--- src/rtl/rolling_zscore_pair_signal_defines.svh ---
// ---------------------------------------------------------------------------
// rolling_zscore_pair_signal_defines.svh
// Assertion macros shared by the rolling z-score pair signal rtl
// ---------------------------------------------------------------------------
`ifndef ROLLING_ZSCORE_PAIR_SIGNAL_DEFINES_SVH
`define ROLLING_ZSCORE_PAIR_SIGNAL_DEFINES_SVH

// same-cycle implication, sampled on clk, off while rst_n is low
`define RZSP_ASSERT_IMP(name, ante, cons, msg) \
    name: assert property (@(posedge clk) disable iff (!rst_n) (ante) |-> (cons)) \
        else $error(msg);

// next-cycle implication, sampled on clk, off while rst_n is low
`define RZSP_ASSERT_NEXT(name, ante, cons, msg) \
    name: assert property (@(posedge clk) disable iff (!rst_n) (ante) |=> (cons)) \
        else $error(msg);

`endif

--- src/rtl/rzsp_pkg.sv ---
// ---------------------------------------------------------------------------
// rzsp_pkg
// Shared constants, control word layout and microprogram for the pair signal
// ---------------------------------------------------------------------------
package rzsp_pkg;

    // field widths
    localparam int PRICE_W    = 24;
    localparam int THR_W      = 24;
    localparam int SPREAD_W   = 25;
    localparam int SIG_W      = 3;
    localparam int DEF_WINDOW = 8;

    // shared multiplier and accumulator
    localparam int MUL_W  = 32;
    localparam int PROD_W = 2 * MUL_W;
    localparam int ACC_W  = 128;

    // result codes
    localparam logic [SIG_W-1:0] SIG_WARM  = 3'd0;
    localparam logic [SIG_W-1:0] SIG_SHORT = 3'd1;
    localparam logic [SIG_W-1:0] SIG_LONG  = 3'd2;
    localparam logic [SIG_W-1:0] SIG_CLOSE = 3'd3;
    localparam logic [SIG_W-1:0] SIG_HOLD  = 3'd4;

    // configuration registers
    localparam int               CFG_IDX_W   = 1;
    localparam logic [CFG_IDX_W-1:0] CFG_ENTRY = 1'b0;
    localparam logic [CFG_IDX_W-1:0] CFG_EXIT  = 1'b1;
    localparam logic [THR_W-1:0] ENTRY_RESET = 24'd65536;
    localparam logic [THR_W-1:0] EXIT_RESET  = 24'd52429;

    // microprogram addressing
    localparam int STEP_W = 5;
    localparam logic [STEP_W-1:0] STEP_IDLE = 5'd0;
    localparam logic [STEP_W-1:0] STEP_PUSH = 5'd17;
    localparam logic [STEP_W-1:0] STEP_EMIT = 5'd18;
    localparam logic [STEP_W-1:0] STEP_WARM = 5'd19;

    // multiplier operand pairs
    typedef enum logic [3:0] {
        MUL_XSQ   = 4'd0,
        MUL_OLDSQ = 4'd1,
        MUL_SUMSQ = 4'd2,
        MUL_DSQ   = 4'd3,
        MUL_TESQ  = 4'd4,
        MUL_TXSQ  = 4'd5,
        MUL_TV00  = 4'd6,
        MUL_TV01  = 4'd7,
        MUL_TV10  = 4'd8,
        MUL_TV11  = 4'd9
    } mul_sel_t;

    // accumulator operations
    typedef enum logic [2:0] {
        ACC_HOLD   = 3'd0,
        ACC_WQ_SUB = 3'd1,
        ACC_LOAD   = 3'd2,
        ACC_ADD32  = 3'd3,
        ACC_ADD64  = 3'd4
    } acc_op_t;

    // sequencer branch kinds
    typedef enum logic [2:0] {
        JMP_NEXT     = 3'd0,
        JMP_ALWAYS   = 3'd1,
        JMP_WARM     = 3'd2,
        JMP_WAIT_IN  = 3'd3,
        JMP_WAIT_OUT = 3'd4
    } jump_t;

    // one control word
    typedef struct packed {
        mul_sel_t           mul_sel;
        acc_op_t            acc_op;
        logic               wr_d;
        logic               wr_var;
        logic               wr_dsq;
        logic               wr_tsq;
        logic               cmp_ent;
        logic               cmp_ext;
        logic               sub_old;
        logic               add_x;
        logic               emit;
        jump_t              jump;
        logic [STEP_W-1:0]  target;
    } uword_t;

    // status fed back to the sequencer
    typedef struct packed {
        logic in_fire;
        logic warm;
        logic out_free;
    } seq_stat_t;

    // control store: each product is registered and comes out in the step after its operands
    function automatic uword_t ucode(input logic [STEP_W-1:0] s);
        uword_t w;
        w = '0;
        case (s)
            5'd0:
            begin
                w.jump = JMP_WAIT_IN;
            end
            5'd1:
            begin
                w.mul_sel = MUL_SUMSQ;
                w.wr_d    = 1'b1;
                w.jump    = JMP_WARM;
                w.target  = STEP_WARM;
            end
            5'd2:
            begin
                w.mul_sel = MUL_DSQ;
                w.acc_op  = ACC_WQ_SUB;
            end
            5'd3:
            begin
                w.mul_sel = MUL_TESQ;
                w.wr_var  = 1'b1;
                w.wr_dsq  = 1'b1;
            end
            5'd4:
            begin
                w.wr_tsq = 1'b1;
            end
            5'd5:
            begin
                w.mul_sel = MUL_TV00;
            end
            5'd6:
            begin
                w.mul_sel = MUL_TV01;
                w.acc_op  = ACC_LOAD;
            end
            5'd7:
            begin
                w.mul_sel = MUL_TV10;
                w.acc_op  = ACC_ADD32;
            end
            5'd8:
            begin
                w.mul_sel = MUL_TV11;
                w.acc_op  = ACC_ADD32;
            end
            5'd9:
            begin
                w.mul_sel = MUL_TXSQ;
                w.acc_op  = ACC_ADD64;
            end
            5'd10:
            begin
                w.cmp_ent = 1'b1;
                w.wr_tsq  = 1'b1;
            end
            5'd11:
            begin
                w.mul_sel = MUL_TV00;
            end
            5'd12:
            begin
                w.mul_sel = MUL_TV01;
                w.acc_op  = ACC_LOAD;
            end
            5'd13:
            begin
                w.mul_sel = MUL_TV10;
                w.acc_op  = ACC_ADD32;
            end
            5'd14:
            begin
                w.mul_sel = MUL_TV11;
                w.acc_op  = ACC_ADD32;
            end
            5'd15:
            begin
                w.mul_sel = MUL_OLDSQ;
                w.acc_op  = ACC_ADD64;
            end
            5'd16:
            begin
                w.mul_sel = MUL_XSQ;
                w.cmp_ext = 1'b1;
                w.sub_old = 1'b1;
            end
            5'd17:
            begin
                w.add_x = 1'b1;
            end
            5'd18:
            begin
                w.emit   = 1'b1;
                w.jump   = JMP_WAIT_OUT;
                w.target = STEP_IDLE;
            end
            5'd19:
            begin
                w.mul_sel = MUL_XSQ;
                w.jump    = JMP_ALWAYS;
                w.target  = STEP_PUSH;
            end
            default:
            begin
                w.jump   = JMP_ALWAYS;
                w.target = STEP_IDLE;
            end
        endcase
        return w;
    endfunction

endpackage

--- src/rtl/rzsp_ram.sv ---
// ---------------------------------------------------------------------------
// rzsp_ram
// Generic single-write, single-read RAM with registered read data
// ---------------------------------------------------------------------------
module rzsp_ram #(
    parameter int  WIDTH  = rzsp_pkg::SPREAD_W,
    parameter int  DEPTH  = rzsp_pkg::DEF_WINDOW,
    localparam int ADDR_W = $clog2(DEPTH)
) (
    input  logic              clk,
    input  logic              we,
    input  logic [ADDR_W-1:0] waddr,
    input  logic [WIDTH-1:0]  wdata,
    input  logic              re,
    input  logic [ADDR_W-1:0] raddr,
    output logic [WIDTH-1:0]  rdata
);

    logic [WIDTH-1:0] mem [DEPTH];
    logic [WIDTH-1:0] rdata_reg;

    // write port
    always_ff @(posedge clk)
    begin
        if (we)
        begin
            mem[waddr] <= wdata;
        end
    end

    // read port, data held until the next read
    always_ff @(posedge clk)
    begin
        if (re)
        begin
            rdata_reg <= mem[raddr];
        end
    end

    assign rdata = rdata_reg;

endmodule

--- src/rtl/rzsp_seq.sv ---
// ---------------------------------------------------------------------------
// rzsp_seq
// Step counter and control store with conditional branches
// ---------------------------------------------------------------------------
module rzsp_seq (
    input  logic               clk,
    input  logic               rst_n,
    input  rzsp_pkg::seq_stat_t stat,
    output rzsp_pkg::uword_t   ctrl,
    output logic               idle
);

    logic [rzsp_pkg::STEP_W-1:0] step_reg;
    logic [rzsp_pkg::STEP_W-1:0] step_next;
    logic [rzsp_pkg::STEP_W-1:0] step_inc;

    // control word for the current step
    assign ctrl     = rzsp_pkg::ucode(step_reg);
    assign idle     = (step_reg == rzsp_pkg::STEP_IDLE);
    assign step_inc = step_reg + rzsp_pkg::STEP_W'(1);

    // branch resolution
    always_comb
    begin
        case (ctrl.jump)
            rzsp_pkg::JMP_NEXT:     step_next = step_inc;
            rzsp_pkg::JMP_ALWAYS:   step_next = ctrl.target;
            rzsp_pkg::JMP_WARM:     step_next = stat.warm ? ctrl.target : step_inc;
            rzsp_pkg::JMP_WAIT_IN:  step_next = stat.in_fire ? step_inc : step_reg;
            rzsp_pkg::JMP_WAIT_OUT: step_next = stat.out_free ? ctrl.target : step_reg;
            default:                step_next = rzsp_pkg::STEP_IDLE;
        endcase
    end

    // step counter
    always_ff @(posedge clk or negedge rst_n)
    begin
        if (!rst_n)
        begin
            step_reg <= rzsp_pkg::STEP_IDLE;
        end
        else
        begin
            step_reg <= step_next;
        end
    end

endmodule

--- src/rtl/rzsp_dp.sv ---
// ---------------------------------------------------------------------------
// rzsp_dp
// Window state, shared multiplier, wide accumulator and signal decision
// ---------------------------------------------------------------------------
`include "rolling_zscore_pair_signal_defines.svh"

module rzsp_dp #(
    parameter int  WINDOW = rzsp_pkg::DEF_WINDOW,
    localparam int WIN_LOG = $clog2(WINDOW),
    localparam int SLOT_W  = $clog2(WINDOW),
    localparam int FILL_W  = $clog2(WINDOW + 1)
) (
    input  logic                          clk,
    input  logic                          rst_n,
    input  rzsp_pkg::uword_t              ctrl,
    input  logic                          in_fire,
    input  logic [rzsp_pkg::PRICE_W-1:0]  price_first,
    input  logic [rzsp_pkg::PRICE_W-1:0]  price_second,
    input  logic [rzsp_pkg::THR_W-1:0]    entry_thr,
    input  logic [rzsp_pkg::THR_W-1:0]    exit_thr,
    output logic                          warm,
    output logic [rzsp_pkg::SIG_W-1:0]    result
);

    localparam int SPREAD_W = rzsp_pkg::SPREAD_W;
    localparam int MUL_W    = rzsp_pkg::MUL_W;
    localparam int PROD_W   = rzsp_pkg::PROD_W;
    localparam int ACC_W    = rzsp_pkg::ACC_W;
    localparam int SUM_W    = SPREAD_W + WIN_LOG;
    localparam int SQ_W     = 2 * rzsp_pkg::PRICE_W + WIN_LOG;
    localparam int D_W      = SPREAD_W + WIN_LOG + 1;
    localparam logic signed [D_W-1:0] WIN_D   = D_W'(WINDOW);
    localparam logic [ACC_W-1:0]      WIN_ACC = ACC_W'(WINDOW);

    // window state
    logic [SLOT_W-1:0]        slot_reg;
    logic [FILL_W-1:0]        fill_reg;
    logic signed [SUM_W-1:0]  sum_reg;
    logic [SQ_W-1:0]          sq_reg;

    // working registers
    logic signed [SPREAD_W-1:0] x_reg;
    logic signed [D_W-1:0]      d_reg;
    logic [PROD_W-1:0]          prod_reg;
    logic [ACC_W-1:0]           acc_reg;
    logic [ACC_W-1:0]           acc_next;
    logic [PROD_W-1:0]          var_reg;
    logic [PROD_W-1:0]          dsq_reg;
    logic [PROD_W-1:0]          tsq_reg;
    logic                       gt_reg;
    logic                       lt_reg;
    logic                       warm_reg;

    logic [SPREAD_W-1:0]        old_raw;
    logic signed [SPREAD_W-1:0] old_spread;
    logic signed [SPREAD_W-1:0] x_next;
    logic signed [D_W-1:0]      d_calc;
    logic [MUL_W-1:0]           x_mag;
    logic [MUL_W-1:0]           old_mag;
    logic [MUL_W-1:0]           sum_mag;
    logic [MUL_W-1:0]           d_mag;
    logic [MUL_W-1:0]           op_a;
    logic [MUL_W-1:0]           op_b;
    logic [ACC_W-1:0]           lhs;
    logic                       d_pos;
    logic                       d_neg;

    // spread ring
    rzsp_ram #(
        .WIDTH (SPREAD_W),
        .DEPTH (WINDOW)
    ) u_ring (
        .clk   (clk),
        .we    (ctrl.add_x),
        .waddr (slot_reg),
        .wdata (x_reg),
        .re    (in_fire),
        .raddr (slot_reg),
        .rdata (old_raw)
    );

    assign old_spread = $signed(old_raw);
    assign x_next     = $signed({1'b0, price_first}) - $signed({1'b0, price_second});
    assign d_calc     = D_W'(x_reg) * WIN_D - D_W'(sum_reg);
    assign warm       = (fill_reg < FILL_W'(WINDOW));

    // magnitudes for squaring
    always_comb
    begin
        x_mag   = x_reg[SPREAD_W-1] ? MUL_W'(-x_reg) : MUL_W'(x_reg);
        old_mag = old_spread[SPREAD_W-1] ? MUL_W'(-old_spread) : MUL_W'(old_spread);
        sum_mag = sum_reg[SUM_W-1] ? MUL_W'(-sum_reg) : MUL_W'(sum_reg);
        d_mag   = d_reg[D_W-1] ? MUL_W'(-d_reg) : MUL_W'(d_reg);
    end

    // multiplier operand select
    always_comb
    begin
        case (ctrl.mul_sel)
            rzsp_pkg::MUL_XSQ:
            begin
                op_a = x_mag;
                op_b = x_mag;
            end
            rzsp_pkg::MUL_OLDSQ:
            begin
                op_a = old_mag;
                op_b = old_mag;
            end
            rzsp_pkg::MUL_SUMSQ:
            begin
                op_a = sum_mag;
                op_b = sum_mag;
            end
            rzsp_pkg::MUL_DSQ:
            begin
                op_a = d_mag;
                op_b = d_mag;
            end
            rzsp_pkg::MUL_TESQ:
            begin
                op_a = MUL_W'(entry_thr);
                op_b = MUL_W'(entry_thr);
            end
            rzsp_pkg::MUL_TXSQ:
            begin
                op_a = MUL_W'(exit_thr);
                op_b = MUL_W'(exit_thr);
            end
            rzsp_pkg::MUL_TV00:
            begin
                op_a = tsq_reg[MUL_W-1:0];
                op_b = var_reg[MUL_W-1:0];
            end
            rzsp_pkg::MUL_TV01:
            begin
                op_a = tsq_reg[MUL_W-1:0];
                op_b = var_reg[PROD_W-1:MUL_W];
            end
            rzsp_pkg::MUL_TV10:
            begin
                op_a = tsq_reg[PROD_W-1:MUL_W];
                op_b = var_reg[MUL_W-1:0];
            end
            rzsp_pkg::MUL_TV11:
            begin
                op_a = tsq_reg[PROD_W-1:MUL_W];
                op_b = var_reg[PROD_W-1:MUL_W];
            end
            default:
            begin
                op_a = '0;
                op_b = '0;
            end
        endcase
    end

    // accumulator: variance term and threshold-times-variance partial products
    always_comb
    begin
        case (ctrl.acc_op)
            rzsp_pkg::ACC_HOLD:   acc_next = acc_reg;
            rzsp_pkg::ACC_WQ_SUB: acc_next = ACC_W'(sq_reg) * WIN_ACC - ACC_W'(prod_reg);
            rzsp_pkg::ACC_LOAD:   acc_next = ACC_W'(prod_reg);
            rzsp_pkg::ACC_ADD32:  acc_next = acc_reg + (ACC_W'(prod_reg) << MUL_W);
            rzsp_pkg::ACC_ADD64:  acc_next = acc_reg + (ACC_W'(prod_reg) << PROD_W);
            default:              acc_next = acc_reg;
        endcase
    end

    // scaled squared deviation, compared against t*t*V
    assign lhs = ACC_W'(dsq_reg) << MUL_W;

    // arithmetic registers
    always_ff @(posedge clk)
    begin
        prod_reg <= PROD_W'(op_a) * PROD_W'(op_b);
        acc_reg  <= acc_next;
        if (in_fire)
        begin
            x_reg <= x_next;
        end
        if (ctrl.wr_d)
        begin
            d_reg    <= d_calc;
            warm_reg <= warm;
        end
        if (ctrl.wr_var)
        begin
            var_reg <= acc_reg[PROD_W-1:0];
        end
        if (ctrl.wr_dsq)
        begin
            dsq_reg <= prod_reg;
        end
        if (ctrl.wr_tsq)
        begin
            tsq_reg <= prod_reg;
        end
        if (ctrl.cmp_ent)
        begin
            gt_reg <= (lhs > acc_reg);
        end
        if (ctrl.cmp_ext)
        begin
            lt_reg <= (lhs < acc_reg);
        end
    end

    // window update: add the new spread, first dropping the oldest once the window is full
    always_ff @(posedge clk or negedge rst_n)
    begin
        if (!rst_n)
        begin
            slot_reg <= '0;
            fill_reg <= '0;
            sum_reg  <= '0;
            sq_reg   <= '0;
        end
        else if (ctrl.sub_old)
        begin
            sum_reg <= sum_reg - SUM_W'(old_spread);
            sq_reg  <= sq_reg - prod_reg[SQ_W-1:0];
        end
        else if (ctrl.add_x)
        begin
            sum_reg  <= sum_reg + SUM_W'(x_reg);
            sq_reg   <= sq_reg + prod_reg[SQ_W-1:0];
            slot_reg <= (slot_reg == SLOT_W'(WINDOW - 1)) ? '0 : slot_reg + SLOT_W'(1);
            if (warm)
            begin
                fill_reg <= fill_reg + FILL_W'(1);
            end
        end
    end

    // signal decision, short and long ahead of close
    assign d_pos = !d_reg[D_W-1] && (d_reg != '0);
    assign d_neg = d_reg[D_W-1];

    always_comb
    begin
        if (warm_reg)
        begin
            result = rzsp_pkg::SIG_WARM;
        end
        else if (gt_reg && d_pos)
        begin
            result = rzsp_pkg::SIG_SHORT;
        end
        else if (gt_reg && d_neg)
        begin
            result = rzsp_pkg::SIG_LONG;
        end
        else if (lt_reg)
        begin
            result = rzsp_pkg::SIG_CLOSE;
        end
        else
        begin
            result = rzsp_pkg::SIG_HOLD;
        end
    end

    // window bookkeeping stays in range
    `RZSP_ASSERT_IMP(a_fill_range, 1'b1, fill_reg <= FILL_W'(WINDOW), "fill count above window")
    `RZSP_ASSERT_NEXT(a_fill_step, ctrl.add_x && warm, fill_reg == $past(fill_reg) + FILL_W'(1),
        "fill count did not advance during warm-up")

endmodule

--- src/rtl/rolling_zscore_pair_signal.sv ---
// ---------------------------------------------------------------------------
// rolling_zscore_pair_signal
// Pair-trading signal from the z-score of a price spread over a rolling window
// ---------------------------------------------------------------------------
// Usage:
//   Input channel (in_valid / in_stall) carries one request per tick: the two
//   prices in hundredths. Output channel (out_valid / out_stall) returns one
//   signal code per request: warming up, short, long, close or hold.
//   One request is in work at a time; in_stall is high from acceptance until
//   the result has moved into the output register.
//   During warm-up (the first WINDOW requests) a request takes a shorter path
//   through the microprogram; for a full-window request it walks 14 products
//   through one shared 32x32 multiplier and a 128-bit accumulator. The result
//   waits in the output register while out_stall is high; the next request
//   is still accepted and worked on, and only its final step waits for the
//   output register to free up. Thresholds must be written by the user
//   through cfg_write / cfg_index / cfg_data only while no request is in
//   work; the block itself does not enforce this. Reset clears the window
//   (sum, sum of squares, fill count, ring pointer) and restores the
//   thresholds to 1.0 and about 0.8.
// ---------------------------------------------------------------------------
`include "rolling_zscore_pair_signal_defines.svh"

module rolling_zscore_pair_signal #(
    parameter int WINDOW = rzsp_pkg::DEF_WINDOW
) (
    input  logic                            clk,
    input  logic                            rst_n,
    input  logic                            cfg_write,
    input  logic [rzsp_pkg::CFG_IDX_W-1:0]  cfg_index,
    input  logic [rzsp_pkg::THR_W-1:0]      cfg_data,
    input  logic                            in_valid,
    output logic                            in_stall,
    input  logic [rzsp_pkg::PRICE_W-1:0]    price_first,
    input  logic [rzsp_pkg::PRICE_W-1:0]    price_second,
    output logic                            out_valid,
    input  logic                            out_stall,
    output logic [rzsp_pkg::SIG_W-1:0]      signal
);

    logic [rzsp_pkg::THR_W-1:0] entry_thr_reg;
    logic [rzsp_pkg::THR_W-1:0] exit_thr_reg;
    logic                       out_valid_reg;
    logic                       out_valid_next;
    logic [rzsp_pkg::SIG_W-1:0] signal_reg;
    logic [rzsp_pkg::SIG_W-1:0] result;
    logic                       in_fire;
    logic                       out_free;
    logic                       emit_fire;
    logic                       idle;
    logic                       warm;
    rzsp_pkg::uword_t           ctrl;
    rzsp_pkg::seq_stat_t        stat;

    // handshakes
    assign in_stall  = !idle;
    assign in_fire   = in_valid && !in_stall;
    assign out_free  = !out_valid_reg || !out_stall;
    assign emit_fire = ctrl.emit && out_free;

    assign stat.in_fire  = in_fire;
    assign stat.warm     = warm;
    assign stat.out_free = out_free;

    // threshold registers
    always_ff @(posedge clk or negedge rst_n)
    begin
        if (!rst_n)
        begin
            entry_thr_reg <= rzsp_pkg::ENTRY_RESET;
            exit_thr_reg  <= rzsp_pkg::EXIT_RESET;
        end
        else if (cfg_write)
        begin
            case (cfg_index)
                rzsp_pkg::CFG_ENTRY: entry_thr_reg <= cfg_data;
                rzsp_pkg::CFG_EXIT:  exit_thr_reg  <= cfg_data;
                default:             entry_thr_reg <= entry_thr_reg;
            endcase
        end
    end

    // sequencer
    rzsp_seq u_seq (
        .clk   (clk),
        .rst_n (rst_n),
        .stat  (stat),
        .ctrl  (ctrl),
        .idle  (idle)
    );

    // datapath
    rzsp_dp #(
        .WINDOW (WINDOW)
    ) u_dp (
        .clk          (clk),
        .rst_n        (rst_n),
        .ctrl         (ctrl),
        .in_fire      (in_fire),
        .price_first  (price_first),
        .price_second (price_second),
        .entry_thr    (entry_thr_reg),
        .exit_thr     (exit_thr_reg),
        .warm         (warm),
        .result       (result)
    );

    // output register
    assign out_valid_next = emit_fire || (out_valid_reg && out_stall);

    always_ff @(posedge clk or negedge rst_n)
    begin
        if (!rst_n)
        begin
            out_valid_reg <= 1'b0;
        end
        else
        begin
            out_valid_reg <= out_valid_next;
        end
    end

    always_ff @(posedge clk)
    begin
        if (emit_fire)
        begin
            signal_reg <= result;
        end
    end

    assign out_valid = out_valid_reg;
    assign signal    = signal_reg;

    // one request in work at a time, and only defined codes leave
    `RZSP_ASSERT_NEXT(a_single_request, in_fire, in_stall, "request accepted while busy")
    `RZSP_ASSERT_IMP(a_code_range, out_valid, signal <= rzsp_pkg::SIG_HOLD,
        "undefined signal code")

endmodule
--- config.mk ---
export PLATFORM = sky130hd
export DESIGN_NAME = rolling_zscore_pair_signal
export DESIGN_NICKNAME = d
export VERILOG_FILES = /design/src/rtl/rzsp_pkg.sv /design/src/rtl/rzsp_ram.sv /design/src/rtl/rzsp_seq.sv /design/src/rtl/rzsp_dp.sv /design/src/rtl/rolling_zscore_pair_signal.sv
export VERILOG_INCLUDE_DIRS = /design/src /design/src/rtl
export SDC_FILE = /design/constraint.sdc
export NUM_CORES = 2
export LEC_CHECK = 0
export BUFFER_PORTS_ARGS = -buffer_cell sky130_fd_sc_hd__buf_2
export CAP_MARGIN = 20
export CORE_ASPECT_RATIO = 1.5
export CORE_MARGIN = 1
export CORE_UTILIZATION = 55
export DETAILED_ROUTE_END_ITERATION = 6
export GPL_TIMING_DRIVEN = 0
export HOLD_SLACK_MARGIN = 0.03
export MAX_ROUTING_LAYER = met4
export PLACE_DENSITY = 0.74
export SLEW_MARGIN = 20
export SYNTH_ARGS = -nofsm -noshare
export SYNTH_HDL_FRONTEND = slang
export SYNTH_SLANG_ARGS = --single-unit
--- constraint.sdc ---
create_clock -name clk -period 9.9 [get_ports clk]
set_clock_uncertainty 0.2 [all_clocks]
set_input_delay 2.97 -clock clk [delete_from_list [all_inputs] [get_ports clk]]
set_output_delay 2.97 -clock clk [all_outputs]
set_load 0.005 [all_outputs]
Word level (Yosys, flattened, before mapping)
Memory sizes are Yosys's and may differ from the RTL's. A register that Yosys moved wholly into a read port is not among the register bits.
Cells that the tools add are included.
- mux-type cells: 32
- $lt $le $gt $ge: 3
- multipliers: 1
- reduce and logical (&&, ||, !) cells: 37
- equality and inequality tests: 39
- bitwise logic cells: 2
- $add $sub $neg: 16
- operators by type and width (operator ; count):
    one-hot mux 128 bit (4 select lines) ; 1
    one-hot mux 32 bit (8 select lines) ; 2
    adder 128 bit ; 1
    adder 128 x 96 -> 128 bit ; 1
    greater-than comparator 96 x 128 -> 1 bit ; 1
    less-than comparator 96 x 128 -> 1 bit ; 1
    2-to-1 mux 32 bit ; 4
    2-to-1 mux 51 bit ; 2
    subtractor 54 x 64 -> 65 bit ; 1
    multiplier 32 x 32 -> 64 bit ; 1
    negation 25 -> 32 bit ; 2
    2-to-1 mux 28 bit ; 2
    adder 51 bit ; 1
    subtractor 51 bit ; 1
    equality test 5 x 4 -> 1 bit, second input constant ; 8
    one-hot mux 4 bit (9 select lines) ; 1
    negation 28 -> 32 bit ; 1
    negation 29 -> 32 bit ; 1
    nonzero test 29 bit ; 1
    subtractor 28 x 28 -> 29 bit ; 1
    adder 28 x 25 -> 28 bit ; 1
    subtractor 28 x 25 -> 28 bit ; 1
    one-hot mux 5 bit (5 select lines) ; 1
    subtractor 24 x 24 -> 25 bit ; 1
    37 further kinds ; 92
- logic and storage cells: 152
- register bits after elaboration: 584
- bits in writable memories: 200
- output and inout bits: 5
- memories kept: 1
- input port bits: 78
- memories (name ; depth ; width ; read ports ; clocked after Yosys merged registers in ; write ports ; line ; RTL):
    u_dp.u_ring.mem ; 8 ; 25 ; 1 ; 1 ; 1 ; rzsp_ram.sv:19 ; logic [WIDTH-1:0] mem [DEPTH];

Depth between registers and ports, before layout
- depth after elaboration: 7
- mapped depth: 46
- gate-level depth less buffers: 42

Cells and area by module
A second synthesis with hierarchy kept.
- cells, all modules: 9040
- area total of the unflattened synthesis: 86352.8 um^2
- modules (own cells, without submodules) (module ; instances ; cells an instance ; area each (um^2) ; sequential area each (um^2)):
    rzsp_dp ; 1 ; 8485 ; 74881.8 ; 14754.2
    rzsp_ram ; 1 ; 328 ; 8511.9 ; 6756.5
    rolling_zscore_pair_signal ; 1 ; 112 ; 2139.6 ; 1328.8
    rzsp_seq ; 1 ; 115 ; 819.5 ; 125.1

Least setup slack after synthesis
No wires, ideal clock.
- path type: reg2reg
- start: register u_seq.step_reg[0] in the netlist's numbering
- end: register u_dp.prod_reg[54]
- required time: 9.569 ns
- arrival: 10.396 ns
- setup slack: -0.827 ns
- cell stages (with the launch flop): 41
- period minus slack after synthesis: 10.727 ns
- path buffers: 4
- library setup time: 0.131 ns
- path through: dfrtp_1 > inv_1 > ha_1 > clkbuf_1 > inv_1 > o21ai_0 > a21oi_1 > o31ai_1 > clkbuf_1 > buf_1 > mux2i_1 > o22ai_1 > nor2_1 > o21ai_0 > a221oi_1 > buf_2 > nor2_1 > fa_1 > [... 5 more ...] > fa_1 > fa_1 > fa_1 > inv_1 > fa_1 > inv_1 > ha_1 > a21oi_1 > o21ai_0 > a2111oi_0 > nand3_1 > nand2_1 > a31oi_1 > o21ai_0 > o21ai_0 > a31oi_1 > o31ai_1 > xor2_1
- cells in the longest elaborated chain, start to end: 7
- elaborated cells between the ends (all ways): 35
- those cells by class: mul (1); eq/ne (22); mux (3); reduce/logical (9)
- ends and longest elaborated chain (what ; line ; RTL):
    from (decl) ; rzsp_seq.sv:13 ; logic [rzsp_pkg::STEP_W-1:0] step_reg;
    from (signal assigned) ; rzsp_seq.sv:40 ; step_reg <= rzsp_pkg::STEP_IDLE;
    from (signal assigned) ; rzsp_seq.sv:44 ; step_reg <= step_next;
    equality test 5 x 4 -> 1 bit or equality test 5 x 3 -> 1 bit (tied branches) ; rzsp_pkg.sv:100 ; case (s)
    OR reduction 2 bit (no source line) ; - ;
    one-hot mux 4 bit (9 select lines) (*) ; rzsp_pkg.sv:100 ;
    equality test 4 bit or equality test 4 x 3 -> 1 bit (tied branches) ; rzsp_dp.sv:99 ; case (ctrl.mul_sel)
    OR reduction 2 bit (no source line) ; - ;
    one-hot mux 32 bit (8 select lines) ; rzsp_dp.sv:99 ;
    multiplier 32 x 32 -> 64 bit (*) ; rzsp_dp.sv:177 ; prod_reg <= PROD_W'(op_a) * PROD_W'(op_b);
    to (signal assigned) ; rzsp_dp.sv:177 ;
    to (decl) ; rzsp_dp.sv:44 ; logic [PROD_W-1:0] prod_reg;
Every way passes the cells marked *; elsewhere a longest branch is shown, timed or not.
A chain may end at the register's enable or synchronous reset.

Final worst setup path
- start: register u_dp.u_ring.rdata_reg[2] (netlist: u_dp.u_ring.rdata[2]) (read register of u_dp.u_ring.mem)
- end: register u_dp.prod_reg[61]
- cells in the longest elaborated chain, start to end: 4
- elaborated cells between the ends (all ways): 5
- those cells by class: add/sub (1); mul (1); mux (3)
- ends and longest elaborated chain (what ; line ; RTL):
    from (decl) ; rzsp_ram.sv:20 ; logic [WIDTH-1:0] rdata_reg;
    negation 25 -> 32 bit ; rzsp_dp.sv:91 ; old_mag = old_spread[SPREAD_W-1] ? MUL_W'(-old_spread) : MUL_W'(old_spread);
    2-to-1 mux 32 bit (*) ; rzsp_dp.sv:91 ;
    one-hot mux 32 bit (8 select lines) ; rzsp_dp.sv:99 ;
    multiplier 32 x 32 -> 64 bit (*) ; rzsp_dp.sv:177 ;
Marked as above.

==> impl_metrics.csv <==
group,metric,value,unit
clock_tree,cts.reportedPaths.clkPinSlew,0.07,ns
yosys,yosys-top-cells-area,"edfxtp_1 (22%), fa_1 (21%), ha_1 (9.6%), inv_1 (5.8%), dfrtp_1 (3.9%)",
worst_setup_path,end_kind,"flip-flop",
yosys,synth-compound-area-share,14.6,%
yosys,synth_top_family_by_area,"adder cells",
worst_setup_path,cp.required,10.32,ns
global_routing,grt_pass1_vias,74936,
timing,setup_tns,-39.60,ns
yosys,synth_area,84400,um2
timing,finalCritPeriodShare,115,%
yosys,synthTopCellsByCount,"inv_1 (1308), fa_1 (901), nor2_1 (860), nand2_1 (803), ha_1 (648)",
global_routing,antenna_found_initial,28,
flow_run,cap_violations,0,
timing,hold_viol,0,
timing,max_freq,0.0882,GHz
clock_tree,cts_tree,"built",
global_routing,grt_max_degree,73,
yosys,async_flop_share,17.3,%
status,violations,"DRC, setup timing",
detailed_routing,via_per_inst,6.44,
timing,rsz0062_at_grt,"yes",
placed_design,post-dp-hpwl,277000,um
status,status,"finished with violations",
timing,setup_viol,42,
detailed_routing,drt_iter0_drc,8053,
placed_design,place_inst,11118,
clock_tree,cts_sinks,809,
yosys,yosysMostFrequentCell,"inv_1",
floorplanning,num_rows,175,
detailed_routing,wl_per_cell,31.6,um
yosys,netlist.top_cell.by_area,"edfxtp_1",
detailed_routing,postRouteAntennaNets,0,
yosys,syn_inst,8940,
detailed_routing,drt_wl_total,367000,um
placed_design,place.port_buffers,82,
detailed_routing,drt_pass1_iterations,7,
clock_tree,cts-htree-levels,3,
finish,drive_above_1_share,15.3,%
yosys,synth-adder-area-share,31.0,%
clock_tree,postCtsHoldBufs,0,
floorplanning,ios,83,
floorplanning,die_area,155000,um2
finish,syn2layout_area_growth,16.9,%
floorplanning,die_h,482,um
worst_setup_path,cp_slowest_stage_delay,0.66,ns
worst_setup_path,setup.worst_path.class,"flip-flop to flip-flop",
yosys,synth_nets,10567,
clock_tree,clk_latency,0.74,ns
timing,drv_slew,0,
global_routing,track_usage,48.7,%
detailed_routing,vias,74812,
yosys,synth_xor_area_share,5.49,%
yosys,seq_area_frac_synth,27.2,%
yosys,synth_top_area_share,21.5,%
worst_setup_path,cp_slowest_cell,"fa_2",
detailed_routing,drc,5,
yosys,yosysUniqueCellTypes,93,
finish,layout.nets,11107,
timing,slew_headroom,9.84,%
finish,fin_util,65.0,%
worst_setup_path,crit_arrival,11.75,ns
floorplanning,start_util,55.5,%
worst_setup_path,startpoint_type,"flip-flop",
finish,fin_cells,11616,
worst_setup_path,path_max_fanout,6,
floorplanning,core-area,152000,um2
yosys,synthMuxAreaShare,1.06,%
timing,setup_ws,-1.44,ns
yosys,synth-seq-cells,809,
worst_setup_path,path_common_cell,"fa_1",
floorplanning,die_width,322,um
yosys,ys.warnings.count,0,
yosys,synth_edf_count,605,
timing,tightest_slew,1.35,ns
clock_tree,cts_buffer_depth,3,
yosys,synth-simple-area-share,12.9,%
yosys,synth_area_per_cell,9.44,um2
yosys,synthFlopType,"edfxtp_1",
global_routing,overflow,0,
global_routing,grt_pass1_wl,518000,um
hold_path,hp-class,"flip-flop to flip-flop",
clock_tree,cts-buffers-inserted,74,
clock_tree,root_buffer,"clkbuf_16",
timing,fin_crit,11.34,ns
placed_design,gp_congestion,1.11,
finish,largest_reg_flops,200,
==> worst paths after layout <==
kind                                      startpoint                 to  slack [ns]  cells after the start
worst max-delay path            u_dp.u_ring.rdata[2]  u_dp.prod_reg[61]       -1.44                     40
worst min-delay path                 u_dp.acc_reg[1]    u_dp.var_reg[1]        0.24                      0
worst max register to register  u_dp.u_ring.rdata[2]  u_dp.prod_reg[61]       -1.44                     40
worst min register to register       u_dp.acc_reg[1]    u_dp.var_reg[1]        0.24                      0
max in group asynchronous                      rst_n    u_dp.sq_reg[50]        6.51                      2
min in group asynchronous                      rst_n    u_dp.sum_reg[5]        2.00                      1
==> logic make-up (layout without fill, tap and decap cells) <==
group	after synthesis	count (layout)
flip-flops	809	809
buffers and inverters	1717	2319
XOR/XNOR	529	529
AO/OA/AOI/OAI	1849	1849
multiplexers	83	83
adder cells (fa/ha/maj)	1549	1549
other	0	39
AND/OR/NAND/NOR	2404	2404
==> critical path: cells and delay by family, from the launching register on <==
kind	cells	cell delay (ns)
flops	1	0.44
compound gates	8	1.79
simple gates	9	2.46
xor+xnor	2	0.30
fa+ha+maj	9	4.55
buf+inv	12	1.43
==> area by class of cell <==
type	count	area [um2]
diodes	39	97.6
plain buffers	394	2860
clock buffers	91	2000
clock inverters	47	733
fillers	12403	53300
inverters	1309	4920
multi-input cells	6414	58300
flip-flops and latches	809	23000
well taps	2035	2550
repair buffers	478	4290
==> metrics by stage <==
| stage | worst slack [ns] | hold WS (ns) | instance area [um2] |
|---|---|---|---|
| after floorplan | -0.0152 | 0.217 | 84600 |
| after CTS | -1.28 | 0.249 | 96100 |
| after detailed placement | -4.63 | 0.238 | 88800 |
| after global placement | -5.52 | 0.233 | 87600 |
| final | -1.44 | 0.238 | 98700 |
| after global routing | -1.57 | 0.249 | 98700 |
==> per-layer routing <==
metal,wire [um],part of all wire (%),up-vias,track usage [%]
li1,-,-,31342,-
met5,0,0,-,-
met3,37800,10,1955,12.6
met1,116000,32,36674,49.6
met2,165000,45,4841,74.4
met4,48300,13,0,49.4
==> timing repair <==
item | CTS | global route
setup buffers | 173 | 167
gates cloned | 1 | 0
pin swaps | 154 | 233
resized for setup | 773 | 359
endpoints found under the hold margin | 0 | 0
setup endpoints to repair | 55 | 47
==> cell usage in the layout (no fill, tap or decap), drive strengths merged, types with 49 or more instances in the layout <==
cell type and n:
nand2 803, buf 578, inv 1316, xnor2 312, o21bai 67, a221oi 68
a221o 61, clkbuf 382, ha 648, nor2 860, mux2 51, a22oi 131
o21ai 352, a21o 245, dfxtp 64, fa 901, nand4 126, dfrtp 130
nor2b 57, a31oi 59, o21a 50, xor2 217, nor3 82, nand3 84
nand2b 113, a21oi 469, o221ai 57, o31ai 56, and3 50, edfxtp 605
and2 49
Power is not shown: default switching activity piles up to over one toggle a cycle in this logic, so the estimate is an artifact.
